**src/rtl/core/ocr_clg_pkg.sv**
```systemverilog
`timescale 1ns / 1ps
// ----------------------------------------------------------------------------
// ocr_clg_pkg
// Shared constants for the character line grouper: register map, reset
// values, parameter defaults and the fixed-point formats of the overlap ratio.
// ----------------------------------------------------------------------------
package ocr_clg_pkg;

   // Parameter defaults.
   localparam int DEF_MAX_BOXES    = 64;
   localparam int DEF_MAX_LOOKBACK = 8;
   localparam int DEF_COORD_BITS   = 16;

   // Register map.
   localparam int CSR_INDEX_BITS = 1;
   localparam int CSR_DATA_BITS  = 17;
   localparam logic [CSR_INDEX_BITS-1:0] REG_LOOKBACK  = 1'b0;
   localparam logic [CSR_INDEX_BITS-1:0] REG_THRESHOLD = 1'b1;

   localparam int LOOKBACK_BITS  = 4;
   localparam int THRESHOLD_BITS = 17;
   localparam logic [LOOKBACK_BITS-1:0]  LOOKBACK_RESET  = 4'd3;
   localparam logic [THRESHOLD_BITS-1:0] THRESHOLD_RESET = 17'd32768;

   // Overlap ratio: unsigned, 16 fraction bits, at most 1.0.
   localparam int FRAC_BITS  = 16;
   localparam int RATIO_BITS = FRAC_BITS + 1;

   // Distance weighting 13/100, compared exactly in integers.
   localparam int DIST_SCALE  = 100;
   localparam int DIST_WEIGHT = 13;

endpackage

```
**src/rtl/core/ocr_clg_div.sv**
```systemverilog
`timescale 1ns / 1ps
// ----------------------------------------------------------------------------
// ocr_clg_div
// Iterative restoring divider for the overlap ratio: (num << 16) / den with
// num <= den, one quotient bit per cycle.
// ----------------------------------------------------------------------------
module ocr_clg_div #(
   parameter int COORD_BITS = ocr_clg_pkg::DEF_COORD_BITS
) (
   input  logic                                clock,
   input  logic                                reset,
   input  logic                                start,
   input  logic [COORD_BITS-1:0]               num,
   input  logic [COORD_BITS-1:0]               den,
   output logic                                done,
   output logic [ocr_clg_pkg::RATIO_BITS-1:0]  quo
);

   localparam int FB    = ocr_clg_pkg::FRAC_BITS;
   localparam int CNT_W = $clog2(FB + 1);

   logic                  busy_ff, busy_in;
   logic                  done_ff, done_in;
   logic [CNT_W-1:0]      cnt_ff, cnt_in;
   logic [COORD_BITS:0]   rem_ff, rem_in;
   logic [COORD_BITS-1:0] den_ff, den_in;
   logic                  int_ff, int_in;
   logic [FB-1:0]         frac_ff, frac_in;
   logic [COORD_BITS:0]   rem_sh;

   // One shift-and-subtract step per cycle.
   always_comb begin
      busy_in = busy_ff;
      done_in = 1'b0;
      cnt_in  = cnt_ff;
      rem_in  = rem_ff;
      den_in  = den_ff;
      int_in  = int_ff;
      frac_in = frac_ff;
      rem_sh  = {rem_ff[COORD_BITS-1:0], 1'b0};
      if (start) begin
         // A full overlap gives exactly 1.0 and leaves no remainder.
         busy_in = 1'b1;
         cnt_in  = CNT_W'(FB);
         den_in  = den;
         int_in  = (num == den);
         rem_in  = (num == den) ? '0 : {1'b0, num};
         frac_in = '0;
      end else if (busy_ff) begin
         if (rem_sh >= {1'b0, den_ff}) begin
            rem_in  = rem_sh - {1'b0, den_ff};
            frac_in = {frac_ff[FB-2:0], 1'b1};
         end else begin
            rem_in  = rem_sh;
            frac_in = {frac_ff[FB-2:0], 1'b0};
         end
         cnt_in = cnt_ff - 1'b1;
         if (cnt_ff == CNT_W'(1)) begin
            busy_in = 1'b0;
            done_in = 1'b1;
         end
      end
   end

   always_ff @(posedge clock) begin
      if (reset) begin
         busy_ff <= 1'b0;
         done_ff <= 1'b0;
         cnt_ff  <= '0;
      end else begin
         busy_ff <= busy_in;
         done_ff <= done_in;
         cnt_ff  <= cnt_in;
      end
      rem_ff  <= rem_in;
      den_ff  <= den_in;
      int_ff  <= int_in;
      frac_ff <= frac_in;
   end

   assign done = done_ff;
   assign quo  = {int_ff, frac_ff};

endmodule

```
**config.mk**
```make
export PLATFORM = sky130hd
export DESIGN_NAME = ocr_clg_div
export DESIGN_NICKNAME = d
export VERILOG_FILES = /design/src/rtl/core/ocr_clg_pkg.sv /design/src/rtl/core/ocr_clg_div.sv
export SDC_FILE = /design/constraint.sdc
export NUM_CORES = 1
export LEC_CHECK = 0
export BUFFER_PORTS_ARGS = -buffer_cell sky130_fd_sc_hd__buf_2
export CAP_MARGIN = 25
export CORE_ASPECT_RATIO = 2
export CORE_UTILIZATION = 61
export DETAILED_ROUTE_END_ITERATION = 8
export GPL_ROUTABILITY_DRIVEN = 0
export HOLD_SLACK_MARGIN = 0.06
export PLACE_DENSITY_LB_ADDON = 0.15
export RECOVER_POWER = 25
export SLEW_MARGIN = 20
export SYNTH_ARGS = -nofsm -noshare
export SYNTH_HDL_FRONTEND = slang
export SYNTH_SLANG_ARGS = --single-unit
export TNS_END_PERCENT = 1
```
**constraint.sdc**
```tcl
create_clock -name clock -period 4.2 [get_ports clock]
set_input_delay 0.84 -clock clock [delete_from_list [all_inputs] [get_ports clock]]
set_output_delay 0.84 -clock clock [all_outputs]
set_load 0.05 [all_outputs]
```
-- Word level (Yosys, flattened, before mapping)
Index checks and enable logic that the tools add are counted.
- word-level logic and storage cells: 28
- bits of input ports: 35
- bits in registers: 56
- add/subtract/negate cells: 2
- $lt $le $gt $ge: 1
- bitwise logic cells: 1
- reductions and logical operators: 3
- equal/unequal tests: 2
- multiplexer cells: 11
- operators with widths (cell ; number):
    $mux 16 ; 4
    $ge 17x16->1 ; 1
    $eq 16x16->1 ; 1
    $sub 16x16->16 ; 1
    $mux 5 ; 2
    $eq 5x1->1 const B ; 1
    $mux 1 ; 5
    $sub 5x1->5 const B ; 1
    $reduce_or 3->1 ; 1
    $reduce_bool 2->1 ; 1
    $reduce_or 2->1 ; 1
    $not 1->1 ; 1

-- Longest topological paths before layout
Gate-level depths: netlist of the first run.
- depth after elaboration: 4
- gate-level depth with buffers: 11
- depth with buffers taken out: 8

-- Least setup slack after synthesis of the first run
OpenSTA, ideal clock, no wires.
- path type: input to register
- from: input den[0]
- to: register rem_ff[11], data pin
- path buffers: 1
- data required time: 3932 ps
- library setup time: 268 ps
- path slack: 1809 ps
- data arrival time: 2123 ps
- cell stages on the path: 7
- cells stage by stage: xor2_1 -> nor4_1 -> nand4_1 -> and2_1 -> buf_1 -> a32oi_1 -> o31ai_1
- longest elaborated chain between the ends: 3
- ends and longest elaborated chain (what ; RTL line ; RTL):
    from (decl) ; ocr_clg_div.sv:14 ; input logic [COORD_BITS-1:0] den,
    $eq 16x16->1 ; ocr_clg_div.sv:47 ; rem_in = (num == den) ? '0 : {1'b0, num};
    $mux 16 ; ocr_clg_div.sv:47 ;
    $mux 16 ; ocr_clg_div.sv:41 ; if (start) begin
    net rem_in[11] ; ocr_clg_div.sv:25 ; logic [COORD_BITS:0] rem_ff, rem_in;
    to (signal assigned) ; ocr_clg_div.sv:75 ; rem_ff <= rem_in;
    to (decl) ; ocr_clg_div.sv:25 ;
The timed path passes the listed nets, and every way through them passes these cells.
A chain may end at the register's enable or synchronous reset.

-- Worst setup path in the final report of the first run
- from: input start
- to: register rem_ff[15], data pin
- longest elaborated chain between the ends: 1
- ends and longest elaborated chain (what ; RTL line ; RTL):
    from (decl) ; ocr_clg_div.sv:12 ; input logic start,
    $mux 16 ; ocr_clg_div.sv:41 ;
    net rem_in[15] ; ocr_clg_div.sv:25 ;
The timed path passes the listed nets, and every way through them passes these cells.

==> results.json, run 1 <==
{
  "nFillCells": 429,
  "hp-class": "register to register",
  "clock_latency_ns": 0.31,
  "postLayoutCellArea_sq_um": 3680,
  "antenna_found_initial": 0,
  "critPathKind": "input port to register",
  "synth.most_common_cell": "edfxtp_1",
  "num_antenna_cells": 0,
  "synth.net_count": 388,
  "finalHoldViolCount": 0,
  "synthTopCellsByArea": "edfxtp_1 (30%), dfxtp_1 (14%), ha_1 (6.8%), xor2_1 (5.6%), mux2i_1 (4.5%)",
  "yosysWarnings": 0,
  "coreArea_sq_um": 5180,
  "wirelength_um": 7850,
  "min_path_cells": 2,
  "drtIter0Drc": 73,
  "synthArstFlopShare_pct": 0,
  "cts_tree": "built",
  "max_freq_mhz": 298,
  "cts_sinks": 56,
  "slew_violations": 37,
  "postRouteAntennaNets": 0,
  "yosys-top-cells-count": "edfxtp_1 (33), nor2_1 (28), dfxtp_1 (23), inv_1 (23), xor2_1 (21)",
  "cts-htree-levels": 2,
  "cts_buffers": 5,
  "cp-start-kind": "input port",
  "leakage_nw": 1.53,
  "chipHeight_um": 106,
  "synthFlopType": "edfxtp_1",
  "maxSlewHeadroom_pct": -12.2,
  "synth_top_area_share_pct": 29.9,
  "drive_gt1_share_pct": 13.6,
  "ir_worst_vdd_v": 0.000380,
  "setup-tns-final_ns": 0,
  "netlist_instances": 334,
  "netlist_area_sq_um": 3310,
  "violations": "max-capacitance violations, max-slew violations",
  "num_rows": 37,
  "cp-end-kind": "register",
  "post-cts-setup-buffers": 0,
  "track_usage_pct": 30.0,
  "finalCriticalPeriod_ns": 3.35,
  "nets": 436,
  "io_buffers": 52,
  "firstDrtPassIters": 4,
  "grt_pass1_wl_um": 12400,
  "viasPerCell": 6.04,
  "clockBufferDepth": 2,
  "synth_edf_count": 33,
  "synth_top_area_cell": "edfxtp_1",
  "hold_slack_ns": 0.509,
  "wl_per_cell_um": 17.8,
  "rsz0062_at_grt": "false",
  "grt_start_max_net_pins": 37,
  "die-area_sq_um": 5750,
  "place_area_sq_um": 3600,
  "start_util_pct": 63.9,
  "seq_area_frac_synth_pct": 43.8,
  "hpwl_um": 6010,
  "worst_slew_pin_slew_ns": 1.68,
  "final_util_pct": 71.0,
  "required_ns": 4.22,
  "power.density_nw_per_um2": 462,
  "grt_pass1_vias": 2694,
  "synth_seq_cells": 56,
  "avgSynthCellArea_sq_um": 9.92,
  "overflow": 0,
  "maxCapViolCount": 1,
  "period_share_pct": 79.8,
  "setup_viol": 0,
  "path_clk_slew_ns": 0.10,
  "die_w_um": 54.1,
  "drc": 0,
  "num_io_pins": 53,
  "clock_skew_ns": 0.00707,
  "cp_data_arrival_time_ns": 3.37,
  "status": "complete, but fails checks",
  "num_vias": 2663,
  "critPathMaxFanout": 36,
  "post_cts_resized": 0,
  "root_buffer": "clkbuf_8",
  "postCtsHoldBufs": 0,
  "reg2reg_depth": 7,
  "synth_cell_types": 52,
  "area_growth_pct": 11.1,
  "fin_total_pwr_mw": 1.70
}
worst paths after layout:
kind / slack, ns / to / from
setup / recovery: 0.85 / rem_ff[15]$_DFFE_PP_ / start
hold / removal: 0.51 / cnt_ff[1]$_SDFFE_PP0P_ / cnt_ff[1]$_SDFFE_PP0P_
hold reg to reg: 0.51 / cnt_ff[1]$_SDFFE_PP0P_ / cnt_ff[1]$_SDFFE_PP0P_
setup reg to reg: 1.36 / rem_ff[5]$_DFFE_PP_ / rem_ff[13]$_DFFE_PP_
per-stage QoR:
| stage | setup slack [ns] | cells |
|---|---|---|
| global route | 0.621 | 441 |
| finish | 0.849 | 441 |
| floorplan | 1.81 | 334 |
| detailed placement | 1.05 | 433 |
| CTS | 1.33 | 441 |
| global placement | 1.14 | 433 |
worst max-delay path, stage by stage:
cell and delay [ns]:
clkbuf_1 0.68, clkbuf_1 1.28, nor2b_1 0.16, a32oi_1 0.30, o31ai_1 0.10
layer usage:
| metal | global-route usage (%) | vias to the layer above | wire, um |
|---|---|---|---|
| li1 | - | 1315 | - |
| met3 | 3.72 | 19 | 278 |
| met1 | 34.4 | 1254 | 3010 |
| met4 | 14.1 | 0 | 265 |
| met2 | 52.2 | 75 | 4290 |
| met5 | 0 | - | 0 |
state kept, by name (all words and copies together) (netlist names):
signal,count
busy_ff,1
rem_ff,16
done,1
frac_ff,16
cnt_ff,5
int_ff,1
den_ff,16
power by group:
part           switching, mW  internal [mW]
registers             0.0377          0.663
clock network          0.173          0.153
logic                  0.408          0.265
area by class of cell:
cell class,instances,area (sq um),area share (%)
inverter,23,86.3,2.35
clock buffer,7,97.6,2.65
tap,58,72.6,1.97
clock inverter,1,5.00,0.136
multi-input combinational,241,1710,46.5
timing repair buffer,55,255,6.94
sequential,56,1450,39.4
cell usage in the layout (no fill, tap or decap), types with 3 or more instances in the layout:
| cell type | n |
|---|---|
| xnor2_1 | 11 |
| mux2i_1 | 15 |
| o21ai_1 | 3 |
| nand2b_1 | 4 |
| xor2_1 | 21 |
| edfxtp_1 | 33 |
| clkbuf_1 | 19 |
| ha_1 | 18 |
| o211ai_1 | 4 |
| o21a_1 | 4 |
| a211oi_1 | 4 |
| nor2b_1 | 7 |
| nor3_1 | 7 |
| a21oi_1 | 20 |
| o31ai_1 | 6 |
| a21o_1 | 3 |
| nand3_1 | 6 |
| dfxtp_1 | 23 |
| nor2_1 | 28 |
| clkbuf_8 | 5 |
| a31oi_1 | 8 |
| nand4_1 | 6 |
| a32oi_1 | 4 |
| nor4_1 | 5 |
| o21ai_0 | 11 |
| inv_1 | 23 |
| buf_2 | 36 |
| nand2_1 | 19 |
cell families (layout without fill, tap and decap cells):
group,Yosys count,in the layout,share of synthesized area (%)
AOI/OAI and AO/OA,81,81,17.0
xor gates and xnor gates,32,32,8.46
adders and majority gates,19,19,7.40
buffers and inverters,37,86,4.53
DFF,56,56,43.8
muxes,15,15,4.53
and+or+nand+nor,94,94,14.3
Power figures use the tool's default switching activity.
==> run 2: changes to the inputs <==
Settings changed: CORE_UTILIZATION 61 to 51.
Clock period 4.2 ns to 2.8 ns, I/O delays scaled along.
==> run 2 against run 1 <==
The run now ends clean. Non-clock buffer count increased by 5. Flip-flop and latch count unchanged. Routed wire length increased by 6.4%. Worst hold slack got worse by 0.044 ns. Via count increased by 2.6%. Combinational power increased by 59%. Largest cell class unchanged.
==> results.json, run 2 (synthesized netlist as in run 1, its figures left out) <==
{
  "num_antenna_cells": 0,
  "hpwl_um": 6570,
  "setup_slack_ns": 0.243,
  "final_util_pct": 60.1,
  "die_w_um": 59.0,
  "chipHeight_um": 116,
  "cts_sinks": 56,
  "io_buffers": 52,
  "mostFrequentLayoutCells": "buf_2 (36), edfxtp_1 (33), nor2_1 (28), inv_1 (23), dfxtp_1 (23)",
  "place_ws_ns": 0.279,
  "min_to": "den_ff[8]$_DFFE_PP_",
  "cts_tree": "built",
  "postLayoutCellArea_sq_um": 3790,
  "cts-htree-levels": 2,
  "clock_skew_ns": 0.00673,
  "slew_violations": 0,
  "power_frac_clock_pct": 22.0,
  "r2r_start": "rem_ff[3]$_DFFE_PP_",
  "reg2reg_depth": 7,
  "power.density_nw_per_um2": 715,
  "viasPerCell": 5.76,
  "finalCriticalPeriod_ns": 2.56,
  "p_sw_share_pct": 36.0,
  "setup_viol": 0,
  "drive_gt1_share_pct": 15.2,
  "grt_pass1_vias": 2775,
  "postRouteAntennaNets": 0,
  "hp-class": "input port to register",
  "cp-start-kind": "register",
  "top_regs": "den_ff x16, frac_ff x16, rem_ff x16",
  "area_growth_pct": 14.5,
  "num_io_pins": 53,
  "maxSlewHeadroom_pct": 23.2,
  "critPathKind": "register to register",
  "place_area_sq_um": 3680,
  "min_path_cells": 1,
  "cts_buffers": 5,
  "clockBufferDepth": 2,
  "cp_data_arrival_time_ns": 2.64,
  "power_frac_seq_pct": 38.7,
  "r2r_slack_ns": 0.24,
  "wirelength_um": 8350,
  "post-cts-setup-buffers": 0,
  "maxCapViolCount": 0,
  "finalHoldViolCount": 0,
  "instances_no_fill": 474,
  "worst_slew_pin_slew_ns": 1.15,
  "drc": 0,
  "combPwrFrac_pct": 39.3,
  "num_rows": 41,
  "ir_worst_vdd_v": 0.000603,
  "grt_start_max_net_pins": 33,
  "num_vias": 2731,
  "leakage_nw": 1.58,
  "firstDrtPassIters": 4,
  "cp-end-kind": "register",
  "required_ns": 2.88,
  "root_buffer": "clkbuf_16",
  "drtIter0Drc": 143,
  "period_share_pct": 91.3,
  "postCtsHoldBufs": 0,
  "critPathMaxFanout": 5,
  "nets": 441,
  "grt_pass1_wl_um": 13400,
  "nFillCells": 599,
  "status": "finished clean",
  "path_clk_slew_ns": 0.07,
  "antenna_found_initial": 0,
  "overflow": 0,
  "r2r-end": "rem_ff[15]$_DFFE_PP_",
  "fin_total_pwr_mw": 2.71,
  "post_cts_resized": 0,
  "coreArea_sq_um": 6310,
  "cell_internal_pwr_mw": 1.74,
  "hold_slack_ns": 0.465,
  "wl_per_cell_um": 17.6,
  "max_freq_mhz": 391,
  "track_usage_pct": 27.0,
  "dp_cells": 466,
  "clock_latency_ns": 0.29,
  "min_from": "den[8]",
  "start_util_pct": 52.5,
  "mostFrequentLayoutCell": "buf_2",
  "power.switching_mw": 0.978,
  "die-area_sq_um": 6840,
  "setup-tns-final_ns": 0,
  "rsz0062_at_grt": "false"
}
run 2: critical path, stage by stage (launching register included):
cell      delay (ns)
edfxtp_1        0.40
ha_1            0.39
a21oi_1         0.39
buf_4           0.21
a31oi_1         0.19
nor4_1          0.29
o21ai_0         0.17
o31ai_1         0.31
run 2: power groups by stage:
stage	clock (mW)	combinational, mW	sequential (mW)
final	0.596	1.07	1.05
after global routing	0.638	1.17	1.06
after CTS	0.610	1.07	1.05
after detailed placement	0	1.05	1.07
after global placement	0	1.05	1.06
after floorplan	0	0.766	1.06
run 2: cell type report:
cell class                 instances  area [sq um]  share of cell area, %
clock buffer                       5           125                   3.30
clock inverter                     3          13.8                  0.363
inverter                          23          86.3                   2.28
multi-input combinational        241          1710                   45.1
sequential                        56          1450                   38.3
tap                               86           108                   2.84
timing repair buffer              60           298                   7.85
run 2: worst max-delay path by stage:
stage / start / to / cells past startpoint
finish: rem_ff[3]$_DFFE_PP_ / rem_ff[15]$_DFFE_PP_ / 7
global route: rem_ff[3]$_DFFE_PP_ / rem_ff[15]$_DFFE_PP_ / 7
CTS: rem_ff[13]$_DFFE_PP_ / rem_ff[14]$_DFFE_PP_ / 7
detailed placement: den[6] / rem_ff[5]$_DFFE_PP_ / 7
global placement: den[14] / rem_ff[5]$_DFFE_PP_ / 7
floorplan: rem_ff[13]$_DFFE_PP_ / rem_ff[5]$_DFFE_PP_ / 8
run 2: per-layer routing:
metal	track usage, %	part of all wire, %	vias up	routed length, um
li1	-	-	1326	-
met4	21.9	6.2	0	521
met5	0	0	-	0
met3	4.24	4.5	34	373
met2	46.8	54	110	4530
met1	27.7	35	1261	2930
==> run 3: changes to the inputs <==
Clock period 2.8 ns to 2.1 ns, I/O delays scaled along.
==> run 3 against run 2 <==
The run now ends with negative setup slack left. Critical path depth increased by 2. Clock-buffer cell count is 3 higher. Design area increased by 23%. Die area unchanged. Maximum frequency increased by 11%. Via count is 11% higher. Clock power up 35%. Sequential share of layout area is 7.1 points lower. Clock skew up 0.0034 ns. Cell count increased by 16%.
==> results.json, run 3 (synthesized netlist as in run 1, its figures left out) <==
{
  "status": "complete, but fails checks",
  "violations": "negative setup slack",
  "fin_total_pwr_mw": 4.37,
  "cp-end-kind": "register",
  "critPathMaxStageDelay_ns": 0.43,
  "postRouteAntennaNets": 0,
  "coreArea_sq_um": 6310,
  "worstPathCellList": "ha_4 -> o211ai_1 -> a21o_1 -> a211oi_4 -> buf_6 -> o211ai_4 -> buf_12 -> a32oi_2 -> o31ai_2",
  "finalHoldViolCount": 0,
  "grt_start_max_net_pins": 22,
  "critPathMaxFanout": 7,
  "die_w_um": 59.0,
  "dp_cells": 535,
  "leakage_nw": 1.98,
  "track_usage_pct": 27.4,
  "path_clk_slew_ns": 0.07,
  "viasPerCell": 5.52,
  "maxCapViolCount": 0,
  "multi_input_area_sq_um": 1940,
  "cp-start-kind": "register",
  "final_util_pct": 73.8,
  "ir_worst_vdd_v": 0.000838,
  "setup_viol": 17,
  "period_share_pct": 109,
  "drive_gt1_share_pct": 35.9,
  "die-area_sq_um": 6840,
  "drc": 0,
  "wirelength_um": 9250,
  "num_vias": 3042,
  "cts-htree-levels": 2,
  "top_regs": "den_ff x16, frac_ff x16, rem_ff x16",
  "mostFrequentLayoutCell": "buf_4",
  "critPathSlowestCell": "edfxtp_1",
  "chipHeight_um": 116,
  "max_freq_mhz": 435,
  "root_buffer": "clkbuf_16",
  "clockBufferDepth": 2,
  "maxSlewHeadroom_pct": 68.5,
  "num_rows": 41,
  "postCtsHoldBufs": 0,
  "hpwl_um": 6940,
  "finalCriticalPeriod_ns": 2.30,
  "mostFrequentLayoutCells": "buf_4 (77), buf_2 (36), edfxtp_1 (33), nor2_1 (27), dfxtp_1 (23)",
  "worst_slew_pin_slew_ns": 0.473,
  "rsz0062_at_grt": "true",
  "nets": 518,
  "power.density_nw_per_um2": 939,
  "slew_violations": 0,
  "start_util_pct": 52.5,
  "postLayoutCellArea_sq_um": 4660,
  "instances_no_fill": 551,
  "drtIter0Drc": 106,
  "grt_pass1_vias": 3170,
  "nFillCells": 487,
  "cts_tree": "built",
  "hp-class": "input port to register",
  "setup_slack_ns": -0.198,
  "cts_buffers": 5,
  "antenna_found_initial": 0,
  "firstDrtPassIters": 4,
  "overflow": 0,
  "wl_per_cell_um": 16.8,
  "area_growth_pct": 40.6,
  "num_io_pins": 53,
  "clock_skew_ns": 0.0101,
  "required_ns": 2.13,
  "place_area_sq_um": 4310,
  "cp_data_arrival_time_ns": 2.33,
  "setup-tns-final_ns": -2.71,
  "seqCellArea_sq_um": 1450,
  "path_buf_inv": 2,
  "grt_pass1_wl_um": 14000,
  "cts_sinks": 56,
  "crit_family": "compound AO/OA/AOI/OAI gates",
  "num_antenna_cells": 0,
  "clock_latency_ns": 0.30,
  "io_buffers": 52,
  "critPathKind": "register to register"
}
[run 3: routing by layer]
layer / global-route usage, % / wire length [um] / vias to the layer above
met5: 0 / 0 / -
met4: 15.9 / 329 / 0
met3: 4.02 / 336 / 23
met2: 50.4 / 5140 / 96
met1: 28.2 / 3440 / 1446
li1: - / - / 1477
[run 3: per-stage QoR]
stage / hold WS, ns / setup slack [ns]
4_1_cts: 0.322 / -0.183
3_3_place_gp: 0.473 / -0.231
5_1_grt: 0.347 / -0.258
3_5_place_dp: 0.482 / -0.280
6_report: 0.357 / -0.198
2_1_floorplan: 0.469 / -0.0628
[run 3: worst paths after layout]
check | start | slack (ns) | end | cells after the start
setup reg to reg | rem_ff[3]$_DFFE_PP_ | -0.20 | rem_ff[11]$_DFFE_PP_ | 9
setup / recovery | rem_ff[3]$_DFFE_PP_ | -0.20 | rem_ff[11]$_DFFE_PP_ | 9
hold reg to reg | frac_ff[15]$_SDFFE_PP0P_ | 0.50 | frac_ff[15]$_SDFFE_PP0P_ | 2
hold / removal | den[0] | 0.36 | den_ff[0]$_DFFE_PP_ | 1
[run 3: worst register-to-register path: stages, from the launching register on]
cell and delay, ns:
edfxtp_1 0.43, ha_4 0.31, o211ai_1 0.09, a21o_1 0.22
a211oi_4 0.24, buf_6 0.15, o211ai_4 0.10, buf_12 0.15
a32oi_2 0.24, o31ai_2 0.11
[run 3: layout make-up]
| cell class | instances | share of cell area (%) |
|---|---|---|
| clock buffer | 8 | 2.93 |
| tap | 86 | 2.31 |
| timing repair buffer | 137 | 20.0 |
| multi-input combinational | 241 | 41.7 |
| sequential | 56 | 31.2 |
| inverter | 23 | 1.85 |
[run 3: where the power goes]
part | leakage, nW | switching (mW) | internal [mW]
clock | 0.0652 | 0.361 | 0.445
sequential | 0.515 | 0.0997 | 1.33
combinational | 1.40 | 1.06 | 1.08
total | 1.98 | 1.52 | 2.85
[run 3: timing repair]
action | 4_1_cts | 5_1_grt
endpoints found under the setup margin | 17 | 17
hold endpoints to repair | 0 | 0
setup buffers | 2 | 5
resized for setup | 13 | 22
cloned | 0 | 1
pin swaps | 12 | 18
